## src/rtl/fav_pkg.sv

```systemverilog
`timescale 1ns / 1ps

package fav_pkg;

    localparam int COORD_WIDTH_DEF = 32;
    localparam int FRAC_BITS_DEF   = 16;

    localparam int MAT_DEPTH = 16;
    localparam int MAT_AW    = $clog2(MAT_DEPTH);
    localparam int NUM_AXES  = 4;
    localparam int AXIS_W    = $clog2(NUM_AXES);
    localparam int NUM_PLANES = 6;
    localparam int PLANE_W   = $clog2(NUM_PLANES);

    localparam logic [AXIS_W-1:0]  AXIS_X    = AXIS_W'(0);
    localparam logic [AXIS_W-1:0]  AXIS_Y    = AXIS_W'(1);
    localparam logic [AXIS_W-1:0]  AXIS_Z    = AXIS_W'(2);
    localparam logic [AXIS_W-1:0]  AXIS_D    = AXIS_W'(3);
    localparam logic [PLANE_W-1:0] PLANE_LAST = PLANE_W'(NUM_PLANES - 1);

    localparam logic CMD_LOAD = 1'b0;
    localparam logic CMD_TEST = 1'b1;

    typedef struct packed {
        logic              v;
        logic              minus;
        logic [AXIS_W-1:0] axis;
    } t_mac_step;

    typedef struct packed {
        logic plane_done;
        logic plane_neg;
    } t_mac_stat;

endpackage

```

## src/rtl/frustum_aabb_visibility_test_top.sv

```systemverilog
`timescale 1ns / 1ps
// A load item writes one matrix element and gives no result.
// A test item steps one shared multiply-accumulate unit through 4 terms for each of 6 planes,
// stopping at the first failing plane; the result waits in S_HOLD while an earlier one is untaken,
// and a new item is accepted once the result is registered.
// Reset (synchronous, active low) clears the matrix to zero, so every box tests visible.

module frustum_aabb_visibility_test_top import fav_pkg::*; #(
    parameter int COORD_WIDTH = COORD_WIDTH_DEF,
    parameter int FRAC_BITS   = FRAC_BITS_DEF
) (
    input  logic                          i_clk,
    input  logic                          i_rst_n,
    input  logic                          i_valid,
    output logic                          o_ready,
    input  logic                          i_command,
    input  logic [MAT_AW-1:0]             i_element_index,
    input  logic signed [COORD_WIDTH-1:0] i_element_value,
    input  logic signed [COORD_WIDTH-1:0] i_box_min_x,
    input  logic signed [COORD_WIDTH-1:0] i_box_min_y,
    input  logic signed [COORD_WIDTH-1:0] i_box_min_z,
    input  logic signed [COORD_WIDTH-1:0] i_box_max_x,
    input  logic signed [COORD_WIDTH-1:0] i_box_max_y,
    input  logic signed [COORD_WIDTH-1:0] i_box_max_z,
    output logic                          o_valid,
    input  logic                          i_ready,
    output logic                          o_box_visible
);

    typedef enum logic [2:0] {
        S_IDLE = 3'b001,
        S_RUN  = 3'b010,
        S_HOLD = 3'b100
    } t_state;

    t_state                        r_state, n_state;
    logic                          r_issue, n_issue;
    logic [PLANE_W-1:0]            r_plane, n_plane;
    logic [AXIS_W-1:0]             r_axis, n_axis;
    logic [PLANE_W-1:0]            r_done_cnt, n_done_cnt;
    logic                          r_result, n_result;
    logic                          r_out_valid, n_out_valid;
    logic                          r_out_vis, n_out_vis;
    t_mac_step                     r_s1;
    logic signed [COORD_WIDTH-1:0] r_bmin [3];
    logic signed [COORD_WIDTH-1:0] r_bmax [3];

    logic                          w_accept;
    logic                          w_finish;
    logic [COORD_WIDTH-1:0]        w_w_elem;
    logic [COORD_WIDTH-1:0]        w_o_elem;
    t_mac_stat                     w_stat;

    assign o_ready       = (r_state == S_IDLE);
    assign w_accept      = i_valid && o_ready;
    assign o_valid       = r_out_valid;
    assign o_box_visible = r_out_vis;

    assign w_finish = (r_state == S_RUN) && w_stat.plane_done
                      && (w_stat.plane_neg || (r_done_cnt == PLANE_LAST));

    fav_mat_mem #(
        .COORD_WIDTH (COORD_WIDTH)
    ) u_mat_mem (
        .i_clk       (i_clk),
        .i_rst_n     (i_rst_n),
        .i_wr_en     (w_accept && (i_command == CMD_LOAD)),
        .i_wr_addr   (i_element_index),
        .i_wr_data   (i_element_value),
        .i_rd_addr_a ({r_axis, 2'd3}),
        .i_rd_addr_b ({r_axis, r_plane[PLANE_W-1:1]}),
        .o_rd_data_a (w_w_elem),
        .o_rd_data_b (w_o_elem)
    );

    fav_plane_mac #(
        .COORD_WIDTH (COORD_WIDTH),
        .FRAC_BITS   (FRAC_BITS)
    ) u_plane_mac (
        .i_clk     (i_clk),
        .i_rst_n   (i_rst_n),
        .i_flush   (w_finish),
        .i_step    (r_s1),
        .i_w_elem  (w_w_elem),
        .i_o_elem  (w_o_elem),
        .i_box_min (r_bmin),
        .i_box_max (r_bmax),
        .o_stat    (w_stat)
    );

    always_comb begin
        n_state     = r_state;
        n_issue     = r_issue;
        n_plane     = r_plane;
        n_axis      = r_axis;
        n_done_cnt  = r_done_cnt;
        n_result    = r_result;
        n_out_valid = r_out_valid;
        n_out_vis   = r_out_vis;
        if (r_out_valid && i_ready) begin
            n_out_valid = 1'b0;
        end
        case (r_state)
            S_IDLE: begin
                if (w_accept && (i_command == CMD_TEST)) begin
                    n_state    = S_RUN;
                    n_issue    = 1'b1;
                    n_plane    = '0;
                    n_axis     = '0;
                    n_done_cnt = '0;
                end
            end
            S_RUN: begin
                if (r_issue) begin
                    n_axis = r_axis + 1'b1;
                    if (r_axis == AXIS_D) begin
                        if (r_plane == PLANE_LAST) begin
                            n_issue = 1'b0;
                        end else begin
                            n_plane = r_plane + 1'b1;
                        end
                    end
                end
                if (w_stat.plane_done) begin
                    if (w_finish) begin
                        n_state  = S_HOLD;
                        n_issue  = 1'b0;
                        n_result = !w_stat.plane_neg;
                    end else begin
                        n_done_cnt = r_done_cnt + 1'b1;
                    end
                end
            end
            S_HOLD: begin
                if (!r_out_valid || i_ready) begin
                    n_out_valid = 1'b1;
                    n_out_vis   = r_result;
                    n_state     = S_IDLE;
                end
            end
            default: begin
                n_state = S_IDLE;
                n_issue = 1'b0;
            end
        endcase
    end

    always_ff @(posedge i_clk) begin
        if (!i_rst_n) begin
            r_state     <= S_IDLE;
            r_issue     <= 1'b0;
            r_plane     <= '0;
            r_axis      <= '0;
            r_done_cnt  <= '0;
            r_result    <= 1'b0;
            r_out_valid <= 1'b0;
            r_out_vis   <= 1'b0;
            r_s1        <= '0;
        end else begin
            r_state     <= n_state;
            r_issue     <= n_issue;
            r_plane     <= n_plane;
            r_axis      <= n_axis;
            r_done_cnt  <= n_done_cnt;
            r_result    <= n_result;
            r_out_valid <= n_out_valid;
            r_out_vis   <= n_out_vis;
            r_s1.v      <= r_issue && !w_finish;
            r_s1.minus  <= r_plane[0];
            r_s1.axis   <= r_axis;
        end
    end

    always_ff @(posedge i_clk) begin
        if (w_accept && (i_command == CMD_TEST)) begin
            r_bmin[0] <= i_box_min_x;
            r_bmin[1] <= i_box_min_y;
            r_bmin[2] <= i_box_min_z;
            r_bmax[0] <= i_box_max_x;
            r_bmax[1] <= i_box_max_y;
            r_bmax[2] <= i_box_max_z;
        end
    end

    a_issue_only_running: assert property (@(posedge i_clk) disable iff (!i_rst_n)
        r_issue |-> (r_state == S_RUN))
        else $error("plane terms issued outside a test");

    a_done_count_bounded: assert property (@(posedge i_clk) disable iff (!i_rst_n)
        (r_state == S_RUN) |-> (r_done_cnt <= PLANE_LAST))
        else $error("plane count ran past the last plane");

    a_hold_from_run: assert property (@(posedge i_clk) disable iff (!i_rst_n)
        $rose(r_state == S_HOLD) |-> $past(r_state == S_RUN))
        else $error("result held without a test in progress");

endmodule

```

## src/rtl/fav_mat_mem.sv

```systemverilog
`timescale 1ns / 1ps

module fav_mat_mem import fav_pkg::*; #(
    parameter int COORD_WIDTH = COORD_WIDTH_DEF
) (
    input  logic                   i_clk,
    input  logic                   i_rst_n,
    input  logic                   i_wr_en,
    input  logic [MAT_AW-1:0]      i_wr_addr,
    input  logic [COORD_WIDTH-1:0] i_wr_data,
    input  logic [MAT_AW-1:0]      i_rd_addr_a,
    input  logic [MAT_AW-1:0]      i_rd_addr_b,
    output logic [COORD_WIDTH-1:0] o_rd_data_a,
    output logic [COORD_WIDTH-1:0] o_rd_data_b
);

    logic [COORD_WIDTH-1:0] r_mem [MAT_DEPTH];
    logic [MAT_DEPTH-1:0]   r_valid;
    logic [COORD_WIDTH-1:0] r_rd_a;
    logic [COORD_WIDTH-1:0] r_rd_b;

    // Entries never written since reset read as zero.
    always_ff @(posedge i_clk) begin
        if (!i_rst_n) begin
            r_valid <= '0;
        end else if (i_wr_en) begin
            r_valid[i_wr_addr] <= 1'b1;
        end
    end

    always_ff @(posedge i_clk) begin
        if (i_wr_en) begin
            r_mem[i_wr_addr] <= i_wr_data;
        end
        r_rd_a <= r_valid[i_rd_addr_a] ? r_mem[i_rd_addr_a] : '0;
        r_rd_b <= r_valid[i_rd_addr_b] ? r_mem[i_rd_addr_b] : '0;
    end

    assign o_rd_data_a = r_rd_a;
    assign o_rd_data_b = r_rd_b;

endmodule

```

## src/rtl/fav_plane_mac.sv

```systemverilog
`timescale 1ns / 1ps

module fav_plane_mac import fav_pkg::*; #(
    parameter int COORD_WIDTH = COORD_WIDTH_DEF,
    parameter int FRAC_BITS   = FRAC_BITS_DEF
) (
    input  logic                          i_clk,
    input  logic                          i_rst_n,
    input  logic                          i_flush,
    input  t_mac_step                     i_step,
    input  logic signed [COORD_WIDTH-1:0] i_w_elem,
    input  logic signed [COORD_WIDTH-1:0] i_o_elem,
    input  logic signed [COORD_WIDTH-1:0] i_box_min [3],
    input  logic signed [COORD_WIDTH-1:0] i_box_max [3],
    output t_mac_stat                     o_stat
);

    localparam int CPW    = COORD_WIDTH + 1;
    localparam int PROD_W = CPW + COORD_WIDTH;
    localparam int D_W    = CPW + FRAC_BITS;
    localparam int ACC_W  = ((PROD_W > D_W) ? PROD_W : D_W) + 2;

    logic signed [CPW-1:0]         w_comp;
    logic signed [COORD_WIDTH-1:0] w_min;
    logic signed [COORD_WIDTH-1:0] w_max;
    logic signed [COORD_WIDTH-1:0] w_sel;
    logic signed [PROD_W-1:0]      w_prod;
    logic signed [ACC_W-1:0]       w_dterm;
    logic signed [ACC_W-1:0]       w_sum;
    logic signed [ACC_W-1:0]       r_term;
    logic signed [ACC_W-1:0]       r_acc;
    logic                          r_s2_v;
    logic                          r_s2_last;
    logic                          r_s2_first;

    always_comb begin
        if (i_step.minus) begin
            w_comp = CPW'(i_w_elem) - CPW'(i_o_elem);
        end else begin
            w_comp = CPW'(i_w_elem) + CPW'(i_o_elem);
        end
        case (i_step.axis)
            AXIS_X: begin
                w_min = i_box_min[0];
                w_max = i_box_max[0];
            end
            AXIS_Y: begin
                w_min = i_box_min[1];
                w_max = i_box_max[1];
            end
            AXIS_Z: begin
                w_min = i_box_min[2];
                w_max = i_box_max[2];
            end
            default: begin
                w_min = '0;
                w_max = '0;
            end
        endcase
        // The corner farthest along the normal takes max where the component is not negative.
        w_sel   = w_comp[CPW-1] ? w_min : w_max;
        w_prod  = PROD_W'(w_comp) * PROD_W'(w_sel);
        w_dterm = ACC_W'(w_comp) <<< FRAC_BITS;
        w_sum   = r_acc + r_term;
    end

    always_ff @(posedge i_clk) begin
        r_term <= (i_step.axis == AXIS_D) ? w_dterm : ACC_W'(w_prod);
    end

    always_ff @(posedge i_clk) begin
        if (!i_rst_n || i_flush) begin
            r_s2_v     <= 1'b0;
            r_s2_last  <= 1'b0;
            r_s2_first <= 1'b0;
            r_acc      <= '0;
        end else begin
            r_s2_v     <= i_step.v;
            r_s2_last  <= (i_step.axis == AXIS_D);
            r_s2_first <= (i_step.axis == AXIS_X);
            if (r_s2_v) begin
                r_acc <= r_s2_last ? '0 : w_sum;
            end
        end
    end

    assign o_stat.plane_done = r_s2_v && r_s2_last;
    assign o_stat.plane_neg  = w_sum[ACC_W-1];

    a_acc_clear_at_plane_start: assert property (@(posedge i_clk) disable iff (!i_rst_n)
        (r_s2_v && r_s2_first) |-> (r_acc == '0))
        else $error("accumulator not clear at the first term of a plane");

endmodule

```

## config.mk

```make
export PLATFORM = sky130hd
export DESIGN_NAME = frustum_aabb_visibility_test_top
export DESIGN_NICKNAME = d
export VERILOG_FILES = /design/src/rtl/fav_pkg.sv /design/src/rtl/frustum_aabb_visibility_test_top.sv /design/src/rtl/fav_mat_mem.sv /design/src/rtl/fav_plane_mac.sv
export SDC_FILE = /design/constraint.sdc
export NUM_CORES = 2
export LEC_CHECK = 0
export BUFFER_PORTS_ARGS = -buffer_cell sky130_fd_sc_hd__buf_4
export CORE_MARGIN = 4
export CORE_UTILIZATION = 50
export CTS_CLUSTER_SIZE = 14
export DETAILED_ROUTE_END_ITERATION = 6
export PLACE_DENSITY = 0.75
export SETUP_SLACK_MARGIN = 0.2
export SYNTH_ARGS = -nofsm -noshare
export SYNTH_HDL_FRONTEND = slang
export SYNTH_SLANG_ARGS = --single-unit
```

## constraint.sdc

```tcl
create_clock -name i_clk -period 23.3 [get_ports i_clk]
set_input_delay 4.66 -clock i_clk [delete_from_list [all_inputs] [get_ports i_clk]]
set_output_delay 4.66 -clock i_clk [all_outputs]
set_load 0.03 [all_outputs]
```

Word level (Yosys, flattened, before mapping)
Memory sizes are Yosys's and may differ from the RTL's. A register that Yosys moved wholly into a read port is not among the register bits.
Cells that the tools add are included.
Cells by class
  $add $sub $neg: 6
  $mul: 1
  $lt $le $gt $ge: 4
  equality and inequality tests: 17
  muxes and demuxes: 40
  bitwise operators: 3
  reduce and logical (&&, ||, !) cells: 27
Operators by type and width (count)
  $pmux W32 S3: 2
  $mux W67: 2
  $add A67 B67 Y67: 1
  $mul A33 B32 Y65: 1
  $add A32 B32 Y33: 1
  $mux W33: 1
  $sub A32 B32 Y33: 1
  $mux W32: 1
  $mux W3: 10
  $or A16 B16 Y16: 1
  $lt A4 B5 Y1 const B: 3
  $mux W1: 14
  $pmux W3 S2: 2
  $ne A2 B2 Y1 const B: 5
  $eq A3 B3 Y1 const B: 3
  $logic_and A1 B1 Y1: 9
  $pmux W3 S3: 1
  $reduce_and A4 Y1: 2
  $add A3 B1 Y3 const B: 2
  $eq A2 B2 Y1 const B: 3
  $logic_not A1 Y1: 6
  $ne A2 B1 Y1 const B: 3
  $reduce_and A3 Y1: 2
  $reduce_and A5 Y1: 1
  16 further kinds: 21
Storage, ports and cells
  register bits after elaboration: 363
  bits in writable memories: 512
  bits of input ports: 233
  output and inout bits: 3
  word-level logic and storage cells: 122
  memories kept: 1
Memories
  u_mat_mem.r_mem: words 16, width 32, rd ports 2, clocked after memory_dff 2, write ports 1, line fav_mat_mem.sv:17  | logic [COORD_WIDTH-1:0] r_mem [MAT_DEPTH];

Depth between registers and ports, before layout
  depth in word-level cells: 7
  mapped depth: 50
  depth with buffers taken out: 46

Cells and area by module
From an unflattened synthesis, not the netlist that was laid out.
Unflattened totals
  cell total of the unflattened synthesis: 7010
  area total of the unflattened synthesis: 80240.7 µm²
By module, submodules not included
  fav_plane_mac: times used 1, cells each 5523, area an instance 48280.1 µm², seq. area each 2682.6 µm²
  fav_mat_mem: times used 1, cells each 1199, area an instance 25251.7 µm², seq. area each 16976.3 µm²
  frustum_aabb_visibility_test_top: times used 1, cells each 288, area an instance 6708.9 µm², seq. area each 6145.9 µm²

Worst setup path before layout
No wires, ideal clock.
  kind: register to register
  start point: reg u_mat_mem.r_rd_b[6], in the netlist u_mat_mem.o_rd_data_b[6], read port of u_mat_mem.r_mem
  end point: reg u_plane_mac.r_term[62]
  setup time: 0.087 ns
  arrival: 11.355 ns
  required time: 23.213 ns
  slack: 11.858 ns
  stages on the path, launching flop included: 47
  path buffers: 3
  period minus slack after synthesis: 11.442 ns
  cell sequence: dfxtp_1 or4_1 nor3_2 and2_1 nand2_1 nor3_1 a21oi_1 xnor2_1 ha_1 clkbuf_1 a21oi_1 a21boi_0 o21a_1 o21ai_0 nand2_1 a21o_1 a31oi_4 xor2_4 (+11 left out) fa_1 inv_1 fa_1 inv_1 fa_1 inv_1 fa_1 ha_1 a21o_1 a21o_1 a21o_1 a21o_1 a21oi_1 nor2b_1 o21ai_0 o311ai_0 o21a_1 o31ai_1
On the way
  cells in the longest elaborated chain, start to end: 5
  elaborated cells on any way between the ends: 6
  classes of those cells: add/sub: 2; mul: 1; mux: 3
Ends and longest elaborated chain
  from (decl): line fav_mat_mem.sv:20  | logic [COORD_WIDTH-1:0] r_rd_b;
  $add A32 B32 Y33 / $sub A32 B32 Y33 (equally long branches): line fav_plane_mac.sv:40, fav_plane_mac.sv:38
  $mux W33 *: line fav_plane_mac.sv:37  | if (i_step.minus) begin
  $mux W32: line fav_plane_mac.sv:61  | w_sel = w_comp[CPW-1] ? w_min : w_max;
  $mul A33 B32 Y65: line fav_plane_mac.sv:62  | w_prod = PROD_W'(w_comp) * PROD_W'(w_sel);
  $mux W67 *: line fav_plane_mac.sv:68  | r_term <= (i_step.axis == AXIS_D) ? w_dterm : ACC_W'(w_prod);
  to (signal assigned): line fav_plane_mac.sv:68
  to (decl): line fav_plane_mac.sv:30  | logic signed [ACC_W-1:0] r_term;
Every way passes the cells marked *; elsewhere a longest branch is shown, timed or not.
A chain may end at the register's enable or synchronous reset.

Worst setup path after layout
  start point: reg u_mat_mem.r_rd_b[6], in the netlist u_mat_mem.o_rd_data_b[6], read port of u_mat_mem.r_mem
  end point: reg u_plane_mac.r_term[63]
The elaborated chain is that of the path after synthesis.

==> results.json <==
{
  "crit-reg2reg-launch": "u_mat_mem.o_rd_data_b[6]",
  "period_needed_ns": 14.59,
  "clockRootBuffer": "clkbuf_16",
  "synth_adder_area_share": 0.335,
  "wire_per_inst_um": 25.2,
  "grt_start_max_net_pins": 121,
  "clk_pin_slew_worst_paths_ns": 0.06,
  "htreeDepth": 3,
  "worstSetupStartpointType": "register",
  "cts-resized-gates": 0,
  "path_common_cell": "fa_1",
  "cts_tree": "done",
  "rsz0062_at_grt": "false",
  "r2r_end": "u_plane_mac.r_term[63]",
  "dp_hpwl_mm": 162,
  "syn_avg_cell_area_sq_um": 11.4,
  "yosysTopAreaCell": "fa_1",
  "synth_enable_flop_cells": 704,
  "post-route-period-util": 0.626,
  "cp.required_ns": 23.90,
  "rows": 144,
  "die_h_um": 401,
  "synthTopCellsByCount": "1114 x fa_1, 1056 x inv_1, 764 x nor2_1",
  "synthXorXnorAreaFrac": 0.0240,
  "drt_pass1_iterations": 6,
  "fp.dieW_um": 401,
  "ys.flop_type": "edfxtp_1",
  "min_path_type": "reg -> reg",
  "slew_violations": 0,
  "fillers": 12600,
  "synth_cells": 6791,
  "worstMarginPinSlew_ns": 1.34,
  "synth_compound_area_frac": 0.0662,
  "skew_ns": 0.103,
  "min_to": "u_plane_mac.r_s2_v",
  "fin_nets": 8568,
  "yosysWarnings": 0,
  "max_slew_margin": 0.104,
  "worstSkewPairLatency_ns": 0.78,
  "final.setup.tns_ns": 0,
  "hold_violations": 0,
  "yosysMostFrequentCell": "fa_1",
  "status": "finished clean",
  "initial_core_util": 0.502,
  "wl_mm": 229,
  "cp-end-kind": "register",
  "synth_nets": 8428,
  "grt_pass1_wl_mm": 346,
  "r2r_setup_slack_ns": 8.71,
  "place_congestion": 0.992,
  "async_reset_ff_frac": 0,
  "vias_per_cell": 5.95,
  "hold_depth": 1,
  "gr-total-overflow": 0,
  "vias": 54000,
  "track_usage": 0.285,
  "dieArea_sq_mm": 0.161,
  "synth_top_family_by_area": "adder cells",
  "clockBufferDepth": 3,
  "setup.worst_path.start": "u_mat_mem.o_rd_data_b[6]",
  "post-cts-setup-buffers": 0,
  "portBuffers": 235,
  "numCtsBuffers": 96,
  "slowest_delay_ns": 1.00,
  "antenna_found_initial": 12,
  "holdBufCountCts": 0,
  "cp_max_fo": 41,
  "synthTopCellsByArea": "fa_1 29%, edfxtp_1 27%, dfxtp_1 6.0%",
  "yosysSeqAreaShare": 0.334,
  "drcViolationCount": 0,
  "crit_path_top_delay_cell": "nor2_1",
  "core_sq_mm": 0.154,
  "pin_count": 236,
  "maxCapViolCount": 0,
  "synth_seq_cells": 937,
  "drtIter0Drc": 5560,
  "syn2layout_area_growth_pct": 9.84,
  "finalSetupViolCount": 0,
  "crit_type": "reg -> reg",
  "drive_above_1_share": 0.122,
  "yosys.area.top_type_share": 0.289,
  "min_from": "r_s1[3]",
  "fmax_mhz": 68.5,
  "grt_pass1_vias": 57100,
  "arrival_ns": 15.19,
  "synth_simple_gate_area_share": 0.102,
  "ant_nets": 0,
  "r2r_cells": 42,
  "cts.sinks": 937,
  "synth_cell_types": 99,
  "synth.cell_area_sq_mm": 0.0773,
  "muxShareOfSynthArea": 0.0672
}
[logic make-up (layout without fill, tap and decap cells)]
| kind of cell | Yosys count | count (layout) |
|---|---|---|
| AND/OR/NAND/NOR | 1826 | 1826 |
| buffers and inverters | 1383 | 1603 |
| XOR/XNOR | 210 | 210 |
| flip-flops | 937 | 937 |
| multiplexers | 273 | 273 |
| AO/OA/AOI/OAI | 758 | 758 |
| other | 0 | 13 |
| adder cells (fa/ha/maj) | 1404 | 1404 |
[final cells by class]
cell class	count	area, sq um	area share
diodes	13	32.5	0.000383
clock buffers	128	2630	0.0309
clock inverters	50	532	0.00626
inverters	1058	3980	0.0469
multi-input cells	4471	46600	0.549
flip-flops and latches	937	25800	0.304
well taps	2044	2560	0.0301
repair buffers	367	2760	0.0325
[state kept, by name, summed over array words and instances (netlist names), 4 cells and up]
name and cells:
u_mat_mem.r_valid 16, u_mat_mem.o_rd_data_a 32, u_mat_mem.r_mem 512, u_plane_mac.r_acc 67, u_mat_mem.o_rd_data_b 32, r_bmax 96, u_plane_mac.r_term 65, r_s1 4
r_bmin 96
[worst max-delay path, delay by kind of cell, from the launching register on]
family                   cells  cell delay (ns)
AO/OA/AOI/OAI               17             4.40
XOR/XNOR                     3             0.54
adder cells (fa/ha/maj)     10             4.88
buffers and inverters        3             1.18
flip-flops                   1             0.35
AND/OR/NAND/NOR              9             3.09
[worst max-delay path by stage]
stage | to | slack, ns | cells past startpoint
CTS | u_plane_mac.r_term[63] | 8.98 | 44
finish | u_plane_mac.r_term[63] | 8.71 | 42
floorplan | u_plane_mac.r_term[62] | 11.86 | 46
global placement | u_plane_mac.r_term[63] | 9.30 | 44
detailed placement | u_plane_mac.r_term[63] | 9.01 | 44
global route | u_plane_mac.r_term[59] | 7.99 | 42
[stage by stage]
| stage | hold slack (ns) | utilization | worst slack, ns | area, sq um | instances |
|---|---|---|---|---|---|
| after floorplan | 0.435 | - | 11.86 | 77300 | 6791 |
| after global placement | 0.442 | 0.531 | 9.30 | 81700 | 8877 |
| after detailed placement | 0.453 | 0.531 | 9.01 | 81700 | 8877 |
| after CTS | 0.467 | 0.552 | 8.98 | 84900 | 9055 |
| after global routing | 0.481 | 0.552 | 7.99 | 84900 | 9058 |
| final | 0.466 | 0.552 | 8.71 | 84900 | 9068 |
[cell usage in the layout, fill, tap and decap left out, types with 87 or more instances in the layout]
master     netlist  final
a21o_1          87     87
dfxtp_1        233    227
nor2b_1         89     88
nand2_1        659    657
inv_1         1056   1055
nor2_1         764    751
ha_1           290    290
o21ai_0        128    126
edfxtp_1       704    704
mux4_2         196    196
buf_4           14    367
fa_1          1114   1113
clkbuf_16        0     97
a21oi_1        211    210
xnor2_1        140    115
[layer usage]
layer	up-vias	global-route usage	share of wire
met4	3	0.163	0.069
met3	927	0.0784	0.11
met2	3127	0.457	0.47
li1	22500	-	-
met1	27500	0.349	0.35
met5	-	0.00297	0.00039
Power is left out: the tool's default activity adds up to more than one toggle a clock period on the data nets, which glitch-free logic cannot reach.
